==> src/rtl/core/sed_pkg.sv <==
// sed_pkg: shared widths, status codes and character constants for the
// string escape decoder. No dependencies.
`default_nettype none

package sed_pkg;

  localparam int unsigned CharW   = 16;
  localparam int unsigned ByteW   = 8;
  localparam int unsigned StatusW = 2;
  localparam int unsigned NibW    = 4;

  typedef logic [CharW-1:0]   char_t;
  typedef logic [ByteW-1:0]   byte_t;
  typedef logic [StatusW-1:0] status_t;
  typedef logic [NibW-1:0]    nib_t;

  localparam status_t StOk         = 2'd0;
  localparam status_t StBadEscape  = 2'd1;
  localparam status_t StZeroEscape = 2'd2;
  localparam status_t StBadChar    = 2'd3;

  localparam char_t ChTab       = 16'h0009;
  localparam char_t ChLf        = 16'h000A;
  localparam char_t ChCr        = 16'h000D;
  localparam char_t ChBackslash = 16'h005C;
  localparam char_t ChN         = 16'h006E;
  localparam char_t ChR         = 16'h0072;
  localparam char_t ChT         = 16'h0074;
  localparam char_t ChX         = 16'h0078;
  localparam char_t ChSpace     = 16'h0020;
  localparam char_t ChTilde     = 16'h007E;

  typedef struct packed {
    logic ok;
    nib_t val;
  } hex_t;

  function automatic hex_t hex_value(input char_t c);
    hex_t h;
    h.ok  = 1'b1;
    h.val = c[NibW-1:0];
    case (c) inside
      [16'h0030:16'h0039]: h.val = c[NibW-1:0];
      [16'h0041:16'h0046],
      [16'h0061:16'h0066]: h.val = c[NibW-1:0] + nib_t'(9);
      default:             h.ok  = 1'b0;
    endcase
    return h;
  endfunction

endpackage

`default_nettype wire

==> src/rtl/core/sed_if.sv <==
// sed_if: valid/ready channel interfaces for the decoder input and result
// items. Depends on sed_pkg.
`default_nettype none

interface sed_in_if;
  logic           valid;
  logic           ready;
  logic           kind;
  sed_pkg::char_t char_code;

  modport source (output valid, output kind, output char_code, input ready);
  modport sink   (input valid, input kind, input char_code, output ready);
endinterface

interface sed_out_if;
  logic             valid;
  logic             ready;
  sed_pkg::byte_t   out_byte;
  logic             has_byte;
  logic             done_res;
  sed_pkg::status_t status;

  modport source (output valid, output out_byte, output has_byte, output done_res,
                  output status, input ready);
  modport sink   (input valid, input out_byte, input has_byte, input done_res,
                  input status, output ready);
endinterface

`default_nettype wire

==> src/rtl/core/string_escape_decoder_core.sv <==
// string_escape_decoder_core: decodes a stream of 16-bit characters with
// C-style escapes into bytes. Depends on sed_pkg and sed_if.
//
//   channel   dir  payload                                   handshake
//   in_ch     in   kind, char_code                           valid/ready
//   out_ch    out  out_byte, has_byte, done_res, status      valid/ready
//
// One item per cycle unless out_ch stalls; a result appears in the cycle after its
// item is taken, from the result register. Items that give no result leave it untouched.
// in_ch.ready is high out of reset whenever the result register is empty or being taken.
// rst_n (synchronous) clears the escape mode, CR flag, error and result valid.
`default_nettype none

module string_escape_decoder_core (
  input  wire logic clk,
  input  wire logic rst_n,
  sed_in_if.sink    in_ch,
  sed_out_if.source out_ch
);

  localparam logic [1:0] ModeNormal = 2'd0;
  localparam logic [1:0] ModeEsc    = 2'd1;
  localparam logic [1:0] ModeHex1   = 2'd2;
  localparam logic [1:0] ModeHex2   = 2'd3;

  logic [1:0]       mode_r, mode_nxt;
  sed_pkg::nib_t    nib_r, nib_nxt;
  logic             cr_r, cr_nxt;
  sed_pkg::status_t err_r, err_nxt;

  logic             out_valid_r, out_valid_nxt;
  sed_pkg::byte_t   out_byte_r, out_byte_nxt;
  logic             has_byte_r, has_byte_nxt;
  logic             done_r, done_nxt;
  sed_pkg::status_t status_r, status_nxt;

  logic             in_fire;
  logic             res;
  sed_pkg::char_t   c;
  sed_pkg::hex_t    hx;
  sed_pkg::byte_t   hex_byte;

  assign in_ch.ready = rst_n && (!out_valid_r || out_ch.ready);
  assign in_fire     = in_ch.valid && in_ch.ready;
  assign c           = in_ch.char_code;
  assign hx          = sed_pkg::hex_value(c);
  assign hex_byte    = {nib_r, hx.val};

  always_comb begin
    mode_nxt     = mode_r;
    nib_nxt      = nib_r;
    cr_nxt       = cr_r;
    err_nxt      = err_r;
    res          = 1'b0;
    out_byte_nxt = out_byte_r;
    has_byte_nxt = has_byte_r;
    done_nxt     = done_r;
    status_nxt   = status_r;
    if (in_fire) begin
      if (in_ch.kind) begin
        res          = 1'b1;
        out_byte_nxt = '0;
        has_byte_nxt = 1'b0;
        done_nxt     = 1'b1;
        status_nxt   = (err_r == sed_pkg::StOk && mode_r != ModeNormal) ?
                       sed_pkg::StBadEscape : err_r;
        mode_nxt     = ModeNormal;
        nib_nxt      = '0;
        cr_nxt       = 1'b0;
        err_nxt      = sed_pkg::StOk;
      end else if (err_r == sed_pkg::StOk) begin
        cr_nxt       = 1'b0;
        has_byte_nxt = 1'b1;
        done_nxt     = 1'b0;
        status_nxt   = sed_pkg::StOk;
        out_byte_nxt = c[sed_pkg::ByteW-1:0];
        case (mode_r)
          ModeEsc: begin
            mode_nxt = ModeNormal;
            if (c == sed_pkg::ChN) begin
              res          = 1'b1;
              out_byte_nxt = sed_pkg::ChLf[sed_pkg::ByteW-1:0];
            end else if (c == sed_pkg::ChR) begin
              res          = 1'b1;
              out_byte_nxt = sed_pkg::ChCr[sed_pkg::ByteW-1:0];
            end else if (c == sed_pkg::ChT) begin
              res          = 1'b1;
              out_byte_nxt = sed_pkg::ChTab[sed_pkg::ByteW-1:0];
            end else if (c == sed_pkg::ChBackslash) begin
              res          = 1'b1;
              out_byte_nxt = sed_pkg::ChBackslash[sed_pkg::ByteW-1:0];
            end else if (c == sed_pkg::ChX) begin
              mode_nxt = ModeHex1;
            end else begin
              err_nxt = sed_pkg::StBadEscape;
            end
          end
          ModeHex1: begin
            if (!hx.ok) begin
              mode_nxt = ModeNormal;
              err_nxt  = sed_pkg::StBadEscape;
            end else begin
              nib_nxt  = hx.val;
              mode_nxt = ModeHex2;
            end
          end
          ModeHex2: begin
            mode_nxt = ModeNormal;
            if (!hx.ok) begin
              err_nxt = sed_pkg::StBadEscape;
            end else begin
              nib_nxt = '0;
              if (hex_byte == '0) begin
                err_nxt = sed_pkg::StZeroEscape;
              end else begin
                res          = 1'b1;
                out_byte_nxt = hex_byte;
              end
            end
          end
          default: begin
            if (c == sed_pkg::ChCr) begin
              cr_nxt       = 1'b1;
              res          = 1'b1;
              out_byte_nxt = sed_pkg::ChLf[sed_pkg::ByteW-1:0];
            end else if (c == sed_pkg::ChLf && cr_r) begin
              res = 1'b0;
            end else if (c == sed_pkg::ChBackslash) begin
              mode_nxt = ModeEsc;
            end else if (c > sed_pkg::ChTilde ||
                         (c < sed_pkg::ChSpace && c != sed_pkg::ChLf &&
                          c != sed_pkg::ChTab)) begin
              err_nxt = sed_pkg::StBadChar;
            end else begin
              res = 1'b1;
            end
          end
        endcase
      end
    end
    if (res) begin
      out_valid_nxt = 1'b1;
    end else if (out_ch.ready) begin
      out_valid_nxt = 1'b0;
    end else begin
      out_valid_nxt = out_valid_r;
    end
  end

  always_ff @(posedge clk) begin
    if (!rst_n) begin
      mode_r      <= ModeNormal;
      nib_r       <= '0;
      cr_r        <= 1'b0;
      err_r       <= sed_pkg::StOk;
      out_valid_r <= 1'b0;
    end else begin
      mode_r      <= mode_nxt;
      nib_r       <= nib_nxt;
      cr_r        <= cr_nxt;
      err_r       <= err_nxt;
      out_valid_r <= out_valid_nxt;
    end
  end

  // payload loads only with a result
  always_ff @(posedge clk) begin
    if (res) begin
      out_byte_r <= out_byte_nxt;
      has_byte_r <= has_byte_nxt;
      done_r     <= done_nxt;
      status_r   <= status_nxt;
    end
  end

  assign out_ch.valid    = out_valid_r;
  assign out_ch.out_byte = out_byte_r;
  assign out_ch.has_byte = has_byte_r;
  assign out_ch.done_res = done_r;
  assign out_ch.status   = status_r;

endmodule

`default_nettype wire

==> src/flat_wrapper.sv <==
// flat-port wrapper written by rule: the top's interface ports become plain ports
module string_escape_decoder_core_flat 
  (clk, rst_n, in_ch_valid, in_ch_kind, in_ch_char_code, in_ch_ready, out_ch_valid, out_ch_out_byte, out_ch_has_byte, out_ch_done_res, out_ch_status, out_ch_ready);
  sed_in_if in_ch_i ();
  sed_out_if out_ch_i ();
  input  wire logic clk;
  input  wire logic rst_n;
  input wire logic [$bits(in_ch_i.valid)-1:0] in_ch_valid;
  input wire logic [$bits(in_ch_i.kind)-1:0] in_ch_kind;
  input wire logic [$bits(in_ch_i.char_code)-1:0] in_ch_char_code;
  output wire logic [$bits(in_ch_i.ready)-1:0] in_ch_ready;
  output wire logic [$bits(out_ch_i.valid)-1:0] out_ch_valid;
  output wire logic [$bits(out_ch_i.out_byte)-1:0] out_ch_out_byte;
  output wire logic [$bits(out_ch_i.has_byte)-1:0] out_ch_has_byte;
  output wire logic [$bits(out_ch_i.done_res)-1:0] out_ch_done_res;
  output wire logic [$bits(out_ch_i.status)-1:0] out_ch_status;
  input wire logic [$bits(out_ch_i.ready)-1:0] out_ch_ready;
  assign in_ch_i.valid = in_ch_valid;
  assign in_ch_i.kind = in_ch_kind;
  assign in_ch_i.char_code = in_ch_char_code;
  assign in_ch_ready = in_ch_i.ready;
  assign out_ch_valid = out_ch_i.valid;
  assign out_ch_out_byte = out_ch_i.out_byte;
  assign out_ch_has_byte = out_ch_i.has_byte;
  assign out_ch_done_res = out_ch_i.done_res;
  assign out_ch_status = out_ch_i.status;
  assign out_ch_i.ready = out_ch_ready;
  string_escape_decoder_core u_core (.clk(clk), .rst_n(rst_n), .in_ch(in_ch_i), .out_ch(out_ch_i));
endmodule
==> config.mk <==
export PLATFORM = sky130hd
export DESIGN_NAME = string_escape_decoder_core_flat
export DESIGN_NICKNAME = d
export VERILOG_FILES = /design/src/rtl/core/sed_pkg.sv /design/src/rtl/core/sed_if.sv /design/src/rtl/core/string_escape_decoder_core.sv /design/src/flat_wrapper.sv
export SDC_FILE = /design/constraint.sdc
export NUM_CORES = 1
export LEC_CHECK = 0
export ABC_CLOCK_PERIOD_IN_PS = 9100
export BUFFER_PORTS_ARGS = -buffer_cell sky130_fd_sc_hd__buf_2
export CORE_MARGIN = 4
export CORE_UTILIZATION = 55
export DETAILED_ROUTE_END_ITERATION = 8
export PLACE_DENSITY = 0.8
export SYNTH_ARGS = -nofsm -noshare
export SYNTH_HDL_FRONTEND = slang
export SYNTH_SLANG_ARGS = --single-unit
export TNS_END_PERCENT = 10
==> constraint.sdc <==
create_clock -name clk -period 9.1 [get_ports clk]
set_input_delay 0.91 -clock clk [delete_from_list [all_inputs] [get_ports clk]]
set_output_delay 0.91 -clock clk [all_outputs]
set_load 0.02 [all_outputs]
### Word-level counts from Yosys, hierarchy flattened

Cells that the tools add are included.

| storage, ports and cells | value |
|---|---|
| flip-flop bits (word level) | 22 |
| output and inout port bits | 14 |
| word-level logic and storage cells | 139 |

| cells by class | value |
|---|---|
| add/subtract/negate cells | 1 |
| $lt $le $gt $ge | 8 |
| eq/ne operators | 24 |
| multiplexer cells | 70 |
| reductions and logical operators | 27 |

Operators with widths:

| kind | count |
|---|---|
| 16-bit by 7-bit equality test with 1-bit output, second input constant | 5 |
| 8-bit two-way mux | 8 |
| 2-bit two-way mux | 28 |
| 16-bit by 4-bit equality test with 1-bit output, second input constant | 2 |
| 16-bit by 7-bit greater-or-equal comparator with 1-bit output, second input constant | 2 |
| 16-bit by 7-bit <= comparator with 1-bit output, second input constant | 2 |
| 16-bit by 4-bit != test with 1-bit output, second input constant | 2 |
| 4-bit two-way mux | 6 |
| 8-bit case mux with 3 select lines | 1 |
| 1-bit two-way mux | 23 |
| 3-bit != test, second input constant | 6 |
| 16-bit by 6-bit greater-or-equal comparator with 1-bit output, second input constant | 1 |
| 16-bit by 7-bit greater-than comparator with 1-bit output, second input constant | 1 |
| 16-bit by 6-bit <= comparator with 1-bit output, second input constant | 1 |
| 16-bit by 6-bit < comparator with 1-bit output, second input constant | 1 |
| 13-bit AND reduction | 1 |
| 2-bit case mux with 3 select lines | 2 |
| 5-bit != test, second input constant | 2 |
| 5-bit AND reduction | 2 |
| 5-bit nonzero test | 2 |
| 1-bit logical AND | 9 |
| 8-bit zero test | 1 |
| 4-bit != test, second input constant | 2 |
| 4-bit case mux with 2 select lines | 1 |
| 14 further kinds | 19 |

### Depth between registers and ports, before layout

| depth | value |
|---|---|
| depth after elaboration | 13 |
| gate-level depth with buffers | 9 |

### Worst setup path before layout

OpenSTA, ideal clock, no wires.

| timing | value |
|---|---|
| path kind | input port to flip-flop |
| start point | in in_ch_char_code[8] |
| end point | reg u_core.done_r (netlist: u_core.out_ch.done_res), enable pin |
| library setup time | 385 ps |
| arrival | 3,186 ps |
| path slack | 5,529 ps |
| stages | 7 |
| buffers on the path | 1 |
| path through | or4_4 > buf_6 > or4_4 > nor2_2 > o31a_2 > o311ai_1 > a21oi_1 |

| between the ends | value |
|---|---|
| longest elaborated chain between the ends | 13 |
| elaborated cells between the ends (all ways) | 44 |
| classes of those cells | order compare: 8; eq/ne: 8; mux: 18; reduce/logical: 10 |

RTL lines:

| item | line | source |
|---|---|---|
| start, declared | flat_wrapper.sv:10 | `input wire logic [$bits(in_ch_i.char_code)-1:0] in_ch_char_code;` |
| 16-bit by 7-bit greater-or-equal comparator with 1-bit output (not written as such), or another cell as far along | string_escape_decoder_core.sv:46 | `assign hx = sed_pkg::hex_value(c);` |
| 1-bit logical AND, on equally long branches | string_escape_decoder_core.sv:46, string_escape_decoder_core.sv:131 |  |
| 2-bit OR reduction or 1-bit logical AND (tied branches) | sed_pkg.sv:42, string_escape_decoder_core.sv:131 |  |
| 4-bit two-way mux or 1-bit logical OR (tied branches) | sed_pkg.sv:42, string_escape_decoder_core.sv:130 |  |
| 4-bit two-way mux or 1-bit two-way mux (tied branches) | sed_pkg.sv:42, string_escape_decoder_core.sv:130 |  |
| 8-bit zero test or 1-bit two-way mux (tied branches) | string_escape_decoder_core.sv:113, string_escape_decoder_core.sv:128 |  |
| 1-bit two-way mux, on equally long branches | string_escape_decoder_core.sv:113, string_escape_decoder_core.sv:126 |  |
| 1-bit two-way mux, on equally long branches | string_escape_decoder_core.sv:109, string_escape_decoder_core.sv:122 |  |
| 1-bit case mux with 3 select lines * | string_escape_decoder_core.sv:77 | `case (mode_r)` |
| 1-bit two-way mux * | string_escape_decoder_core.sv:71 | `end else if (err_r == sed_pkg::StOk) begin` |
| 1-bit two-way mux * | string_escape_decoder_core.sv:60 | `if (in_ch.kind) begin` |
| 1-bit two-way mux * | string_escape_decoder_core.sv:59 | `if (in_fire) begin` |
| 3-bit AND reduction (no line) * | n/a |  |
| end signal, assigned | string_escape_decoder_core.sv:171 | `done_r <= done_nxt;` |
| end, declared | string_escape_decoder_core.sv:34 | `logic done_r, done_nxt;` |

Every way passes the cells marked *; elsewhere a longest branch is shown, timed or not.
A chain may end at the register's enable or synchronous reset.

### Worst setup path after layout

| timing | value |
|---|---|
| start point | in in_ch_char_code[13] |
| end point | reg u_core.out_byte_r[3] (netlist: u_core.out_ch.out_byte[3]), enable pin |

| between the ends | value |
|---|---|
| longest elaborated chain between the ends | 13 |
| elaborated cells between the ends (all ways) | 44 |
| classes of those cells | order compare: 8; eq/ne: 8; mux: 18; reduce/logical: 10 |

RTL lines:

| item | line | source |
|---|---|---|
| 16-bit by 7-bit greater-or-equal comparator with 1-bit output (not written as such), or another cell as far along | string_escape_decoder_core.sv:46 |  |
| 1-bit logical AND, on equally long branches | string_escape_decoder_core.sv:46, string_escape_decoder_core.sv:131 |  |
| 2-bit OR reduction or 1-bit logical AND (tied branches) | sed_pkg.sv:42, string_escape_decoder_core.sv:131 |  |
| 4-bit two-way mux or 1-bit logical OR (tied branches) | sed_pkg.sv:42, string_escape_decoder_core.sv:130 |  |
| 4-bit two-way mux or 1-bit two-way mux (tied branches) | sed_pkg.sv:42, string_escape_decoder_core.sv:130 |  |
| 8-bit zero test or 1-bit two-way mux (tied branches) | string_escape_decoder_core.sv:113, string_escape_decoder_core.sv:128 |  |
| 1-bit two-way mux, on equally long branches | string_escape_decoder_core.sv:113, string_escape_decoder_core.sv:126 |  |
| 1-bit two-way mux, on equally long branches | string_escape_decoder_core.sv:109, string_escape_decoder_core.sv:122 |  |
| 1-bit case mux with 3 select lines * | string_escape_decoder_core.sv:77 |  |
| 1-bit two-way mux * | string_escape_decoder_core.sv:71 |  |
| 1-bit two-way mux * | string_escape_decoder_core.sv:60 |  |
| 1-bit two-way mux * | string_escape_decoder_core.sv:59 |  |
| 3-bit AND reduction (no line) * | n/a |  |
| end signal, assigned | string_escape_decoder_core.sv:169 | `out_byte_r <= out_byte_nxt;` |
| end, declared | string_escape_decoder_core.sv:32 | `sed_pkg::byte_t out_byte_r, out_byte_nxt;` |

Marks and branches as above.

==> metrics.md <==
| Metric | Value |
|---|---|
| Clk Latency, worst-skew pair | `310 ps` |
| Post-route minimum period | `3570 ps` |
| Detailed Route WL | `4240 microns` |
| Worst setup SP type | `input pin` |
| P_leak | `0.732 nW` |
| Period utilisation layout | `0.393` |
| Arr. time, crit path | `3520 ps` |
| Ant diodes | `0` |
| Asr flop ratio synth | `0` |
| Hpwl dp | `3240 microns` |
| Area grow syn2layout | `9.94%` |
| GRT overflow | `0` |
| DRT iter0 DRCs | `between 100 and 150` |
| Required @ worst endpoint | `9040 ps` |
| Pre-antenna DRT Iters | `4` |
| Worst-Margin Slew | `between 900 and 1000 ps` |
| CTS buffer count | `3` |
| Post-CTS Setup Inserts | `0` |
| Max_slew headroom | `0.362` |
| Final Hold Viols | `0` |
| Post-route clock skew | `2.25 ps` |
| Initial Util | `0.580` |
| Crit Path Max Fanout | `12` |
| Initial antenna violation count | `0` |
| Yosys top cell by area | `edfxtp_1` |
| Max IR drop VDD | `0.0474 mV` |
| CTS resizes | `0` |
| Kind of critical path | `in -> reg` |
| H-Tree Depth | `1` |
| IO Pins | `35` |
| GPL Wtd Cong | `0.986` |
| Global-route wire length before repair | `6950 microns` |
| Largest net degree at the start of global routing | `18` |
| Synthesized flop and latch total | `22` |
| Post-synth top area share | `0.202` |
| Ys flop type | `edfxtp_1` |
| Synth top area cells | `edfxtp_1 20%, dfxtp_1 11%, ha_1 6.3%` |
| CTS Buffer Depth | `2` |
| Share of post-route cells with drive strength above 1 | `0.222` |
| Synthesized Nets | `237` |
| Fin area | `1960 sq um` |
| Tot GR Track Use | `0.209` |
| Vias | `1681` |
| RSZ-0062 raised after global routing | `false` |
| Die height | `65.0 microns` |
| Ranking of synthesized cells by instance count | `19 x nand2_1, 17 x nor2_1, 14 x a21oi_1` |
| Core Area | `slightly above 3000 sq um` |
| Die area | `roughly 4200 sq um` |
| Placement Cell Area | `1940 sq um` |
| Gate Count Post-Synth | `207` |
| CTS tree | `done` |
| Max_cap viols | `0` |
| DRC | `0` |
| Hold slack | `roughly 490 ps` |
| CTS sink count | `22` |
| Mapped cell area | `1790 sq um` |
| Post-route ant nets | `0` |
| Pins Over Slew Limit | `0` |
| Fillers | `approximately 290` |
| Status | `complete, no violations` |
| I/O Buffers | `34` |
| Die width | `65.0 microns` |
| Synthesized area per cell | `8.63 sq um` |
| Most frequent cell after synthesis | `nand2_1` |
| Worst setup EP type | `flip-flop` |
| Layout Nets | `261` |
| CTS Root Cell | `clkbuf_4` |
| Count of cell types in the netlist | `65` |
| Syn. warnings | `0` |
| FP Rows | `20` |
| Placed cells | `270` |
| Clock transition at path regs | `110 ps` |
| Sequential-to-total area share from yosys stat | `0.314` |
| Pwr Density | `between 90 and 100 nW/um^2` |
| EDFF count, synth | `12` |
| Vias in the first global route | `1435` |
| WL per Instance | `15.5 microns` |
| Post-route setup TNS | `0 ps` |
| Max Clock Freq | `280 MHz` |
| Routed vias/inst | `between 6 and 7` |
| Final setup violation count | `0` |
| Hold Crit Class | `reg -> reg` |
| Post-CTS Hold Buffers | `0` |
| Post-Layout Cell Count | `274` |
## report_power, final
part	switching (W)	internal [W]	total, W	leakage, nW
Combinational	0.0000270	0.0000148	0.0000418	0.525
Clock	0.0000276	0.0000171	0.0000447	0.0150
Sequential	0.00000117	0.000108	0.000109	0.192
## state kept, by name, summed over array words and instances (netlist names)
| register | cells |
|---|---|
| u_core.out_ch.done_res | 1 |
| u_core.out_ch.status | 2 |
| u_core.mode_r | 2 |
| u_core.cr_r | 1 |
| u_core.out_ch.out_byte | 8 |
| u_core.err_r | 2 |
| u_core.out_ch.has_byte | 1 |
| u_core.nib_r | 4 |
| u_core.out_ch.valid | 1 |
## layout by cell type, fill, tap and decap left out, types with 4 or more instances in the layout
cell type,count
buf_2,34
nand2_1,19
nor2_1,17
a21oi_1,14
edfxtp_1,12
dfxtp_1,10
ha_1,9
inv_1,8
o21ai_0,8
nand3_1,5
nor3_1,5
nand2b_1,4
nor4_1,4
o31ai_1,4
## cell type report
| cell class | instances | area, sq um | area share |
|---|---|---|---|
| well taps | 44 | 55.1 | 0.0280 |
| repair buffers | 34 | 170 | 0.0866 |
| clock buffers | 4 | 26.3 | 0.0134 |
| multi-input cells | 161 | 1120 | 0.569 |
| inverters | 9 | 33.8 | 0.0172 |
| flip-flops and latches | 22 | 561 | 0.285 |
## stage by stage
stage | utilization | setup WS [ps] | total power [W]
floorplan | - | 5530 | 0.000140
CTS | 0.638 | 5520 | 0.000196
finish | 0.638 | 5530 | 0.000196
detailed placement | 0.630 | 5200 | 0.000153
global route | 0.638 | 5250 | 0.000204
global placement | 0.630 | 5220 | 0.000152
## final timing paths
check                                                          endpoint                     startpoint  depth (start not counted)  slack (ps)
worst max-delay path            u_core.out_ch.out_byte[3]$_SDFFCE_PP0P_            in_ch_char_code[13]                          7        5530
worst min-delay path                       u_core.err_r[0]$_SDFFE_PN0P_   u_core.err_r[0]$_SDFFE_PN0P_                          2         490
worst max register to register  u_core.out_ch.out_byte[3]$_SDFFCE_PP0P_  u_core.mode_r[0]$_SDFFE_PN0P_                          5        6650
worst min register to register             u_core.err_r[0]$_SDFFE_PN0P_   u_core.err_r[0]$_SDFFE_PN0P_                          2         490
## per-layer routing
metal | vias to the layer above | part of all wire | global-route usage
met4 | 0 | 0.016 | 0.0712
met1 | 768 | 0.45 | 0.294
met2 | 74 | 0.46 | 0.328
li1 | 830 | - | -
met3 | 9 | 0.069 | 0.0295
met5 | - | 0 | 0
## worst max-delay path, stage by stage
cell	delay, ps
buf_2	90
or4_1	690
or4_4	570
nor2_2	170
o31a_2	170
o311ai_1	110
a21oi_1	800
## cell families (layout without fill, tap and decap cells)
logic type,count (synthesis),in the layout,synth area share
compound gates,64,64,0.266
simple gates,85,85,0.282
flops,22,22,0.314
buf+inv,24,47,0.0602
mux,1,1,0.00560
xor+xnor,2,2,0.00981
fa+ha+maj,9,9,0.0630
Note: power is estimated with default switching activity, not from simulation.
